===== src/sv/ctc_pkg.sv =====
// Shared types and constants for the columnar transposition cipher unit.
package ctc_pkg;

  localparam int BUFFER_DEPTH_DEF = 64;
  localparam int ROW_WIDTH_W      = 7;

  localparam logic [7:0]             PAD_CHAR      = 8'd32;
  localparam logic [ROW_WIDTH_W-1:0] ROW_WIDTH_RST = 7'd4;

  typedef struct packed {
    logic       mode;
    logic [7:0] text_byte;
    logic       last_byte;
  } in_word_t;

  typedef struct packed {
    logic [7:0] out_byte;
    logic       out_last;
    logic       none_left;
    logic       too_long;
  } out_word_t;

endpackage


===== src/sv/ctc_mem.sv =====
// Message store: one write port, one read port with registered read data.
module ctc_mem #(
  parameter int BUFFER_DEPTH = ctc_pkg::BUFFER_DEPTH_DEF,
  parameter int AW           = $clog2(BUFFER_DEPTH)
) (
  input  logic          clk,
  input  logic          wr_en,
  input  logic [AW-1:0] wr_addr,
  input  logic [7:0]    wr_data,
  input  logic [AW-1:0] rd_addr,
  output logic [7:0]    rd_data
);

  logic [7:0] mem [BUFFER_DEPTH];
  logic [7:0] rd_data_r;

  // Write a message byte
  always_ff @(posedge clk) begin
    if (wr_en) begin
      mem[wr_addr] <= wr_data;
    end
  end

  // Register the read word
  always_ff @(posedge clk) begin
    rd_data_r <= mem[rd_addr];
  end

  assign rd_data = rd_data_r;

endmodule


===== src/sv/ctc_ctrl.sv =====
// Load, padding count, column-major address walk and output register.
module ctc_ctrl #(
  parameter int BUFFER_DEPTH = ctc_pkg::BUFFER_DEPTH_DEF,
  parameter int AW           = $clog2(BUFFER_DEPTH),
  parameter int CNT_W        = $clog2(BUFFER_DEPTH + 1),
  parameter int PAD_W        = $clog2(BUFFER_DEPTH + 128)
) (
  input  logic                                clk,
  input  logic                                rst_n,
  input  logic                                in_valid,
  output logic                                in_stall,
  input  ctc_pkg::in_word_t                   in_word,
  output logic                                out_valid,
  input  logic                                out_stall,
  output ctc_pkg::out_word_t                  out_word,
  input  logic                                cfg_wr_en,
  input  logic [ctc_pkg::ROW_WIDTH_W-1:0]     cfg_wr_data,
  output logic                                mem_wr_en,
  output logic [AW-1:0]                       mem_wr_addr,
  output logic [7:0]                          mem_wr_data,
  output logic [AW-1:0]                       mem_rd_addr,
  input  logic [7:0]                          mem_rd_data
);

  localparam logic [1:0] S_LOAD = 2'd0;
  localparam logic [1:0] S_PAD  = 2'd1;
  localparam logic [1:0] S_RD   = 2'd2;
  localparam logic [1:0] S_DAT  = 2'd3;

  localparam logic [CNT_W-1:0] DEPTH_CNT = CNT_W'(BUFFER_DEPTH);
  localparam logic [PAD_W-1:0] DEPTH_PAD = PAD_W'(BUFFER_DEPTH);

  logic [1:0]                        state_r, state_nxt;
  logic                              flag_r, flag_nxt;
  logic                              flag_none_r, flag_none_nxt;
  logic [ctc_pkg::ROW_WIDTH_W-1:0]   row_width_r;
  logic [CNT_W-1:0]                  cnt_r, cnt_nxt;
  logic                              mode_r, mode_nxt;
  logic [PAD_W-1:0]                  pad_r, pad_nxt;
  logic [PAD_W-1:0]                  rows_r, rows_nxt;
  logic [PAD_W-1:0]                  ncols_r, ncols_nxt;
  logic [PAD_W-1:0]                  nrows_r, nrows_nxt;
  logic [PAD_W-1:0]                  k_r, k_nxt;
  logic [PAD_W-1:0]                  j_r, j_nxt;
  logic [PAD_W-1:0]                  addr_r, addr_nxt;
  logic [PAD_W-1:0]                  e_r, e_nxt;
  logic [PAD_W-1:0]                  end_r, end_nxt;
  logic                              scan_r, scan_nxt;
  logic                              found_r, found_nxt;
  logic                              out_valid_r, out_valid_nxt;
  ctc_pkg::out_word_t                out_word_r, out_word_nxt;

  logic                              accept;
  logic                              store_ok;
  logic [PAD_W-1:0]                  w_ext;
  logic [PAD_W-1:0]                  len_ext;
  logic [7:0]                        cur_byte;
  logic                              out_free;
  logic                              col_end;
  logic                              walk_end;
  logic                              is_last;

  // Zero row width acts as one
  assign w_ext   = (row_width_r == '0) ? PAD_W'(1) : PAD_W'(row_width_r);
  assign len_ext = PAD_W'(cnt_r);

  assign in_stall = (state_r != S_LOAD) || flag_r;
  assign accept   = in_valid && !in_stall;
  assign store_ok = (cnt_r < DEPTH_CNT);

  assign mem_wr_en   = accept && store_ok;
  assign mem_wr_addr = cnt_r[AW-1:0];
  assign mem_wr_data = in_word.text_byte;
  assign mem_rd_addr = addr_r[AW-1:0];

  // Padding positions read as spaces
  assign cur_byte = (addr_r >= len_ext) ? ctc_pkg::PAD_CHAR : mem_rd_data;
  assign out_free = !out_valid_r || !out_stall;
  assign col_end  = (j_r + PAD_W'(1) == nrows_r);
  assign walk_end = col_end && (k_r + PAD_W'(1) == ncols_r);
  assign is_last  = (e_r == end_r);

  always_comb begin
    state_nxt     = state_r;
    flag_nxt      = flag_r;
    flag_none_nxt = flag_none_r;
    cnt_nxt       = cnt_r;
    mode_nxt      = mode_r;
    pad_nxt       = pad_r;
    rows_nxt      = rows_r;
    ncols_nxt     = ncols_r;
    nrows_nxt     = nrows_r;
    k_nxt         = k_r;
    j_nxt         = j_r;
    addr_nxt      = addr_r;
    e_nxt         = e_r;
    end_nxt       = end_r;
    scan_nxt      = scan_r;
    found_nxt     = found_r;
    out_valid_nxt = out_valid_r;
    out_word_nxt  = out_word_r;

    // Drop the output word once taken
    if (out_valid_r && !out_stall) begin
      out_valid_nxt = 1'b0;
    end

    if (flag_r) begin
      // Present a single flag word and close the message
      if (out_free) begin
        out_valid_nxt          = 1'b1;
        out_word_nxt.out_byte  = '0;
        out_word_nxt.out_last  = 1'b1;
        out_word_nxt.none_left = flag_none_r;
        out_word_nxt.too_long  = !flag_none_r;
        flag_nxt               = 1'b0;
        cnt_nxt                = '0;
        state_nxt              = S_LOAD;
      end
    end else begin
      case (state_r)
        S_LOAD: begin
          if (accept) begin
            if (cnt_r == '0) begin
              mode_nxt = in_word.mode;
            end
            if (store_ok) begin
              cnt_nxt = cnt_r + CNT_W'(1);
            end
            if (in_word.last_byte) begin
              pad_nxt  = '0;
              rows_nxt = '0;
              if (!store_ok) begin
                flag_nxt      = 1'b1;
                flag_none_nxt = 1'b0;
              end else begin
                state_nxt = S_PAD;
              end
            end
          end
        end

        S_PAD: begin
          // Round the length up one row at a time
          if (pad_r < len_ext) begin
            pad_nxt  = pad_r + w_ext;
            rows_nxt = rows_r + PAD_W'(1);
          end else if (pad_r > DEPTH_PAD) begin
            flag_nxt      = 1'b1;
            flag_none_nxt = 1'b0;
          end else begin
            if (mode_r) begin
              ncols_nxt = rows_r;
              nrows_nxt = w_ext;
            end else begin
              ncols_nxt = w_ext;
              nrows_nxt = rows_r;
            end
            k_nxt     = '0;
            j_nxt     = '0;
            addr_nxt  = '0;
            e_nxt     = '0;
            end_nxt   = pad_r - PAD_W'(1);
            scan_nxt  = mode_r;
            found_nxt = 1'b0;
            state_nxt = S_RD;
          end
        end

        S_RD: begin
          state_nxt = S_DAT;
        end

        S_DAT: begin
          if (scan_r) begin
            // Decrypt prescan: find the last non-space position
            if (cur_byte != ctc_pkg::PAD_CHAR) begin
              end_nxt   = e_r;
              found_nxt = 1'b1;
            end
            if (walk_end) begin
              if (!found_nxt) begin
                flag_nxt      = 1'b1;
                flag_none_nxt = 1'b1;
              end else begin
                k_nxt     = '0;
                j_nxt     = '0;
                addr_nxt  = '0;
                e_nxt     = '0;
                scan_nxt  = 1'b0;
                state_nxt = S_RD;
              end
            end else begin
              state_nxt = S_RD;
            end
          end else if (out_free) begin
            out_valid_nxt          = 1'b1;
            out_word_nxt.out_byte  = cur_byte;
            out_word_nxt.out_last  = is_last;
            out_word_nxt.none_left = 1'b0;
            out_word_nxt.too_long  = 1'b0;
            if (is_last) begin
              cnt_nxt   = '0;
              state_nxt = S_LOAD;
            end else begin
              state_nxt = S_RD;
            end
          end

          // Advance the walk down a column, then to the next column
          if (scan_r ? !walk_end : (out_free && !is_last)) begin
            e_nxt = e_r + PAD_W'(1);
            if (col_end) begin
              j_nxt    = '0;
              k_nxt    = k_r + PAD_W'(1);
              addr_nxt = k_r + PAD_W'(1);
            end else begin
              j_nxt    = j_r + PAD_W'(1);
              addr_nxt = addr_r + ncols_r;
            end
          end
        end

        default: begin
          state_nxt = S_LOAD;
        end
      endcase
    end
  end

  // Control state
  always_ff @(posedge clk) begin
    if (!rst_n) begin
      state_r     <= S_LOAD;
      flag_r      <= 1'b0;
      cnt_r       <= '0;
      mode_r      <= 1'b0;
      out_valid_r <= 1'b0;
      row_width_r <= ctc_pkg::ROW_WIDTH_RST;
    end else begin
      state_r     <= state_nxt;
      flag_r      <= flag_nxt;
      cnt_r       <= cnt_nxt;
      mode_r      <= mode_nxt;
      out_valid_r <= out_valid_nxt;
      if (cfg_wr_en) begin
        row_width_r <= cfg_wr_data;
      end
    end
  end

  // Walk and payload registers
  always_ff @(posedge clk) begin
    flag_none_r <= flag_none_nxt;
    pad_r       <= pad_nxt;
    rows_r      <= rows_nxt;
    ncols_r     <= ncols_nxt;
    nrows_r     <= nrows_nxt;
    k_r         <= k_nxt;
    j_r         <= j_nxt;
    addr_r      <= addr_nxt;
    e_r         <= e_nxt;
    end_r       <= end_nxt;
    scan_r      <= scan_nxt;
    found_r     <= found_nxt;
    out_word_r  <= out_word_nxt;
  end

  assign out_valid = out_valid_r;
  assign out_word  = out_word_r;

endmodule


===== src/sv/columnar_transposition_cipher_unit.sv =====
// Top level of the columnar transposition cipher unit.
//
//   channel  direction  handshake             word
//   in_      input      in_valid / in_stall    ctc_pkg::in_word_t
//   out_     output     out_valid / out_stall  ctc_pkg::out_word_t
//   cfg_     input      cfg_wr_en              cfg_wr_data (row width)
//
// Loading takes one word per cycle. On the last byte the padded length is found
// by adding one row width per cycle, then checked against the store depth; then
// each result takes two steps: a store read, then a load of the output register.
// Decrypt first walks the whole padded block once (a store read and a check per
// position) to locate the last non-space. Flag results load the output directly.
// Reset (rst_n low at a clock edge) clears the control state and sets row width
// to 4; the store is not cleared. in_stall stays high from the last byte until
// the final result is loaded; with a result waiting, out_stall holds the output
// walk in place (the decrypt prescan does not wait for it).
module columnar_transposition_cipher_unit #(
  parameter int BUFFER_DEPTH = ctc_pkg::BUFFER_DEPTH_DEF
) (
  input  logic                            clk,
  input  logic                            rst_n,
  input  logic                            in_valid,
  output logic                            in_stall,
  input  ctc_pkg::in_word_t               in_word,
  output logic                            out_valid,
  input  logic                            out_stall,
  output ctc_pkg::out_word_t              out_word,
  input  logic                            cfg_wr_en,
  input  logic [ctc_pkg::ROW_WIDTH_W-1:0] cfg_wr_data
);

  localparam int AW = $clog2(BUFFER_DEPTH);

  logic          mem_wr_en;
  logic [AW-1:0] mem_wr_addr;
  logic [7:0]    mem_wr_data;
  logic [AW-1:0] mem_rd_addr;
  logic [7:0]    mem_rd_data;

  // Message store
  ctc_mem #(
    .BUFFER_DEPTH (BUFFER_DEPTH),
    .AW           (AW)
  ) u_mem (
    .clk     (clk),
    .wr_en   (mem_wr_en),
    .wr_addr (mem_wr_addr),
    .wr_data (mem_wr_data),
    .rd_addr (mem_rd_addr),
    .rd_data (mem_rd_data)
  );

  // Sequencer and output register
  ctc_ctrl #(
    .BUFFER_DEPTH (BUFFER_DEPTH),
    .AW           (AW)
  ) u_ctrl (
    .clk         (clk),
    .rst_n       (rst_n),
    .in_valid    (in_valid),
    .in_stall    (in_stall),
    .in_word     (in_word),
    .out_valid   (out_valid),
    .out_stall   (out_stall),
    .out_word    (out_word),
    .cfg_wr_en   (cfg_wr_en),
    .cfg_wr_data (cfg_wr_data),
    .mem_wr_en   (mem_wr_en),
    .mem_wr_addr (mem_wr_addr),
    .mem_wr_data (mem_wr_data),
    .mem_rd_addr (mem_rd_addr),
    .mem_rd_data (mem_rd_data)
  );

endmodule

===== config.mk =====
export PLATFORM = sky130hd
export DESIGN_NAME = columnar_transposition_cipher_unit
export DESIGN_NICKNAME = d
export VERILOG_FILES = /design/src/sv/ctc_pkg.sv /design/src/sv/ctc_mem.sv /design/src/sv/ctc_ctrl.sv /design/src/sv/columnar_transposition_cipher_unit.sv
export SDC_FILE = /design/constraint.sdc
export NUM_CORES = 1
export LEC_CHECK = 0
export BUFFER_PORTS_ARGS = -buffer_cell sky130_fd_sc_hd__buf_2
export CAP_MARGIN = 20
export CORE_ASPECT_RATIO = 0.7
export CORE_MARGIN = 2
export CORE_UTILIZATION = 55
export CTS_CLUSTER_DIAMETER = 120
export DETAILED_ROUTE_END_ITERATION = 12
export PLACE_DENSITY = 0.71
export SETUP_SLACK_MARGIN = 0.1
export SYNTH_ARGS = -nofsm -noshare
export SYNTH_HDL_FRONTEND = slang
export SYNTH_SLANG_ARGS = --single-unit

===== constraint.sdc =====
create_clock -name clk -period 10.5 [get_ports clk]
set_input_delay 2.1 -clock clk [delete_from_list [all_inputs] [get_ports clk]]
set_output_delay 2.1 -clock clk [all_outputs]
set_load 0.1 [all_outputs]

==> flow_metrics.py <==
metrics = {
    "status": {
        "status": "completed",
    },
    "sta": {
        "report.final.setup_viol": 0,
        "max_freq_ghz": 0.2254,
        "period_minus_slack_ns": 4.436,
        "worst_pin_slew_ns": 1.014,
        "slew_headroom": 0.3185,
        "rsz0062_at_grt": "false",
        "slew_violations": 0,
        "setup_ws_ns": 6.064,
        "fin_crit_sh": 0.4225,
        "clock_skew_ns": 0.02531,
        "worst_hold_slack_ns": 0.5022,
        "hold_viol": 0,
        "fin_setup_tns_ns": 0,
    },
    "floorplan": {
        "pin_count": 35,
        "start_util": 0.5592,
        "std_cell_rows": 66,
        "core_area_sq_um": 46660,
        "dieArea_sq_um": 49230,
        "die-width_um": 264.3,
        "die-height_um": 186.2,
    },
    "setup_path": {
        "cp_max_fo": 51,
        "path_cells": "buf_4, buf_4, buf_4, mux4_2, mux4_2, mux4_2",
        "endpoint": "u_mem.rd_data[3]",
        "cp.arrival_ns": 4.92,
        "max_stage_delay_ns": 0.89,
        "required_ns": 10.98,
        "crit_type": "reg2reg",
        "cpMaxStageDelayCell": "buf_4",
        "rrSetupSlack_ns": 6.06,
        "end_kind": "flop",
        "r2r_end": "u_mem.rd_data[3]",
        "startpoint_type": "flop",
        "crit_start": "u_ctrl.addr_r[0]",
        "worstRegToRegCells": 6,
        "r2r-start": "u_ctrl.addr_r[0]",
    },
    "cells_and_area": {
        "final_core_util": 0.6169,
        "final_cell_mix": "598 x edfxtp_1, 168 x mux4_2, 136 x nor2_1, 57 x clkbuf_16, 46 x nand2_1",
        "fill_cells": 3184,
        "drive_above_1_share": 0.2146,
        "stdcell_count": 2123,
        "area_delta_synth_final_pct": 10.32,
        "final_common_cell": "edfxtp_1",
        "nets": 1525,
        "final_area_sq_um": 28780,
    },
    "cts": {
        "postCtsSetupBuffers": 0,
        "cts.clk_slew.worst_paths_ns": 0.07,
        "numCtsBuffers": 57,
        "cts.sinks": 625,
        "cts_tree": "done",
        "htreeDepth": 2,
        "hold_buffers": 0,
        "post_cts_resized": 0,
        "clockBufferDepth": 3,
        "cts-root-buf": "clkbuf_16",
        "insertion_delay_ns": 0.61,
    },
    "detailed_routing": {
        "routed_via_density": 6.426,
        "wirelength_mm": 62.49,
        "first_iter_violations": 1860,
        "vias": 13640,
        "wire_per_inst_um": 29.43,
        "drtPass1Iterations": 7,
        "ant_nets": 0,
        "drcViolationCount": 0,
    },
    "synth": {
        "synth-edff-count": 598,
        "synthFlopType": "edfxtp_1",
        "synth_nets": 1479,
        "async_flop_share": 0,
        "ys_warn_count": 0,
        "syn_inst": 1415,
        "synth_seq_area_share": 0.7090,
        "netlist_area_sq_um": 26090,
        "postSynthAreaPerCell_sq_um": 18.44,
        "synth_seq_cells": 625,
        "ys_types": 58,
    },
    "placement": {
        "place_hpwl_mm": 40.04,
        "dp_cells": 2013,
        "gp_congestion": 0.8865,
        "placed_cell_area_sq_um": 26930,
        "io_buffers": 34,
        "pre_cts_ws_ns": 5.700,
    },
    "pwr": {
        "ir_worst_vdd_mv": 0.1548,
        "power_mw": 6.649,
        "p_leak_nw": 9.274,
        "power.density_nw_per_um2": 231.0,
    },
    "global_routing": {
        "grt_pass1_wl_mm": 91.01,
        "first_global_vias": 13250,
        "overflow": 0,
        "grt_max_degree": 72,
        "grt_antenna_before_repair": 1,
        "grt.total_usage": 0.2588,
    },
    "hold_path": {
        "hp-class": "reg2reg",
    },
    "flow_run": {
        "cap_violations": 0,
    },
}
## worst max-delay path, delay by kind of cell (launching register included)
kind | cells | cell delay [ns]
buffers and inverters | 3 | 2.21
muxes | 3 | 1.67
DFF | 1 | 0.37
## cell families (layout without fill, tap and decap cells)
logic type / after synthesis / in the layout / share of synthesized area
XOR/XNOR: 67 / 67 / 0.02412
other: 0 / 1 / 0
buffers and inverters: 89 / 184 / 0.01290
adder cells (fa/ha/maj): 42 / 42 / 0.02072
multiplexers: 191 / 191 / 0.1545
AND/OR/NAND/NOR: 305 / 305 / 0.05534
AO/OA/AOI/OAI: 96 / 96 / 0.02350
flip-flops: 625 / 625 / 0.7090
## power breakdown
part	total, mW	internal [mW]	switching (mW)
sequential	3.13	2.94	0.188
combinational	1.46	0.621	0.841
clock	2.06	1.14	0.916
## flip-flops by register name, indices dropped and copies added, names as in the netlist, 8 cells and up
name             flops
u_ctrl.nrows_r       8
u_ctrl.pad_r         8
u_ctrl.out_word     11
u_ctrl.k_r           8
u_ctrl.ncols_r       8
u_ctrl.j_r           8
u_ctrl.rows_r        8
u_mem.mem          512
u_ctrl.e_r           8
u_ctrl.end_r         8
u_mem.rd_data        8
u_ctrl.addr_r        8
## final cells by class
type,count,area (sq um),area share
Tap cell,612,765.7,0.02660
Inverter,30,112.6,0.003912
Clock inverter,39,352.8,0.01226
Antenna cell,1,2.502,0.00008694
Multi-Input combinational cell,701,7279,0.2529
Sequential cell,625,18500,0.6427
Timing Repair Buffer,46,280.3,0.009737
Clock buffer,69,1491,0.05182
## routing by layer
metal  vias up  share of wire  global-route usage
met5         -              0                   0
met3        76           0.14             0.09689
met4         0          0.019             0.05932
met2       774           0.41              0.3471
li1       5734              -                   -
met1      7059           0.43              0.4024
## how the worst min path moves through the flow
stage                     slack [ns]                    end                   from  cells after the start
after floorplan                 0.46  u_ctrl.row_width_r[0]  u_ctrl.row_width_r[0]                      2
after global placement          0.48  u_ctrl.row_width_r[0]  u_ctrl.row_width_r[0]                      2
after detailed placement        0.49  u_ctrl.row_width_r[0]  u_ctrl.row_width_r[0]                      2
after CTS                       0.51  u_ctrl.row_width_r[0]  u_ctrl.row_width_r[0]                      2
after global routing            0.54  u_ctrl.row_width_r[0]  u_ctrl.row_width_r[0]                      2
final                           0.50  u_ctrl.row_width_r[0]  u_ctrl.row_width_r[0]                      2
## synthesized netlist by cell type (3+ instances only)
library cell | n | area (sq um)
nor2b_1 | 14 | 87.58
xor2_1 | 27 | 236.5
nand4_1 | 8 | 50.05
mux2i_1 | 10 | 100.1
mux2_2 | 13 | 146.4
and3_1 | 9 | 56.30
ha_1 | 40 | 500.5
clkbuf_1 | 43 | 161.4
nand2b_1 | 9 | 56.30
mux4_2 | 168 | 3784
a21oi_1 | 35 | 175.2
inv_1 | 30 | 112.6
nor4_1 | 9 | 56.30
o21ai_0 | 21 | 105.1
xnor2_1 | 37 | 324.1
a211oi_1 | 3 | 22.52
nor2_1 | 136 | 510.5
a21o_1 | 11 | 82.58
buf_1 | 14 | 52.55
nand3_1 | 27 | 135.1
dfxtp_1 | 27 | 540.5
nand2_1 | 46 | 172.7
nor3_1 | 7 | 35.03
o21bai_1 | 3 | 22.52
or3_1 | 5 | 31.28
edfxtp_1 | 598 | 17960
and2_1 | 26 | 162.7
Note: power is estimated with default switching activity, not from simulation.
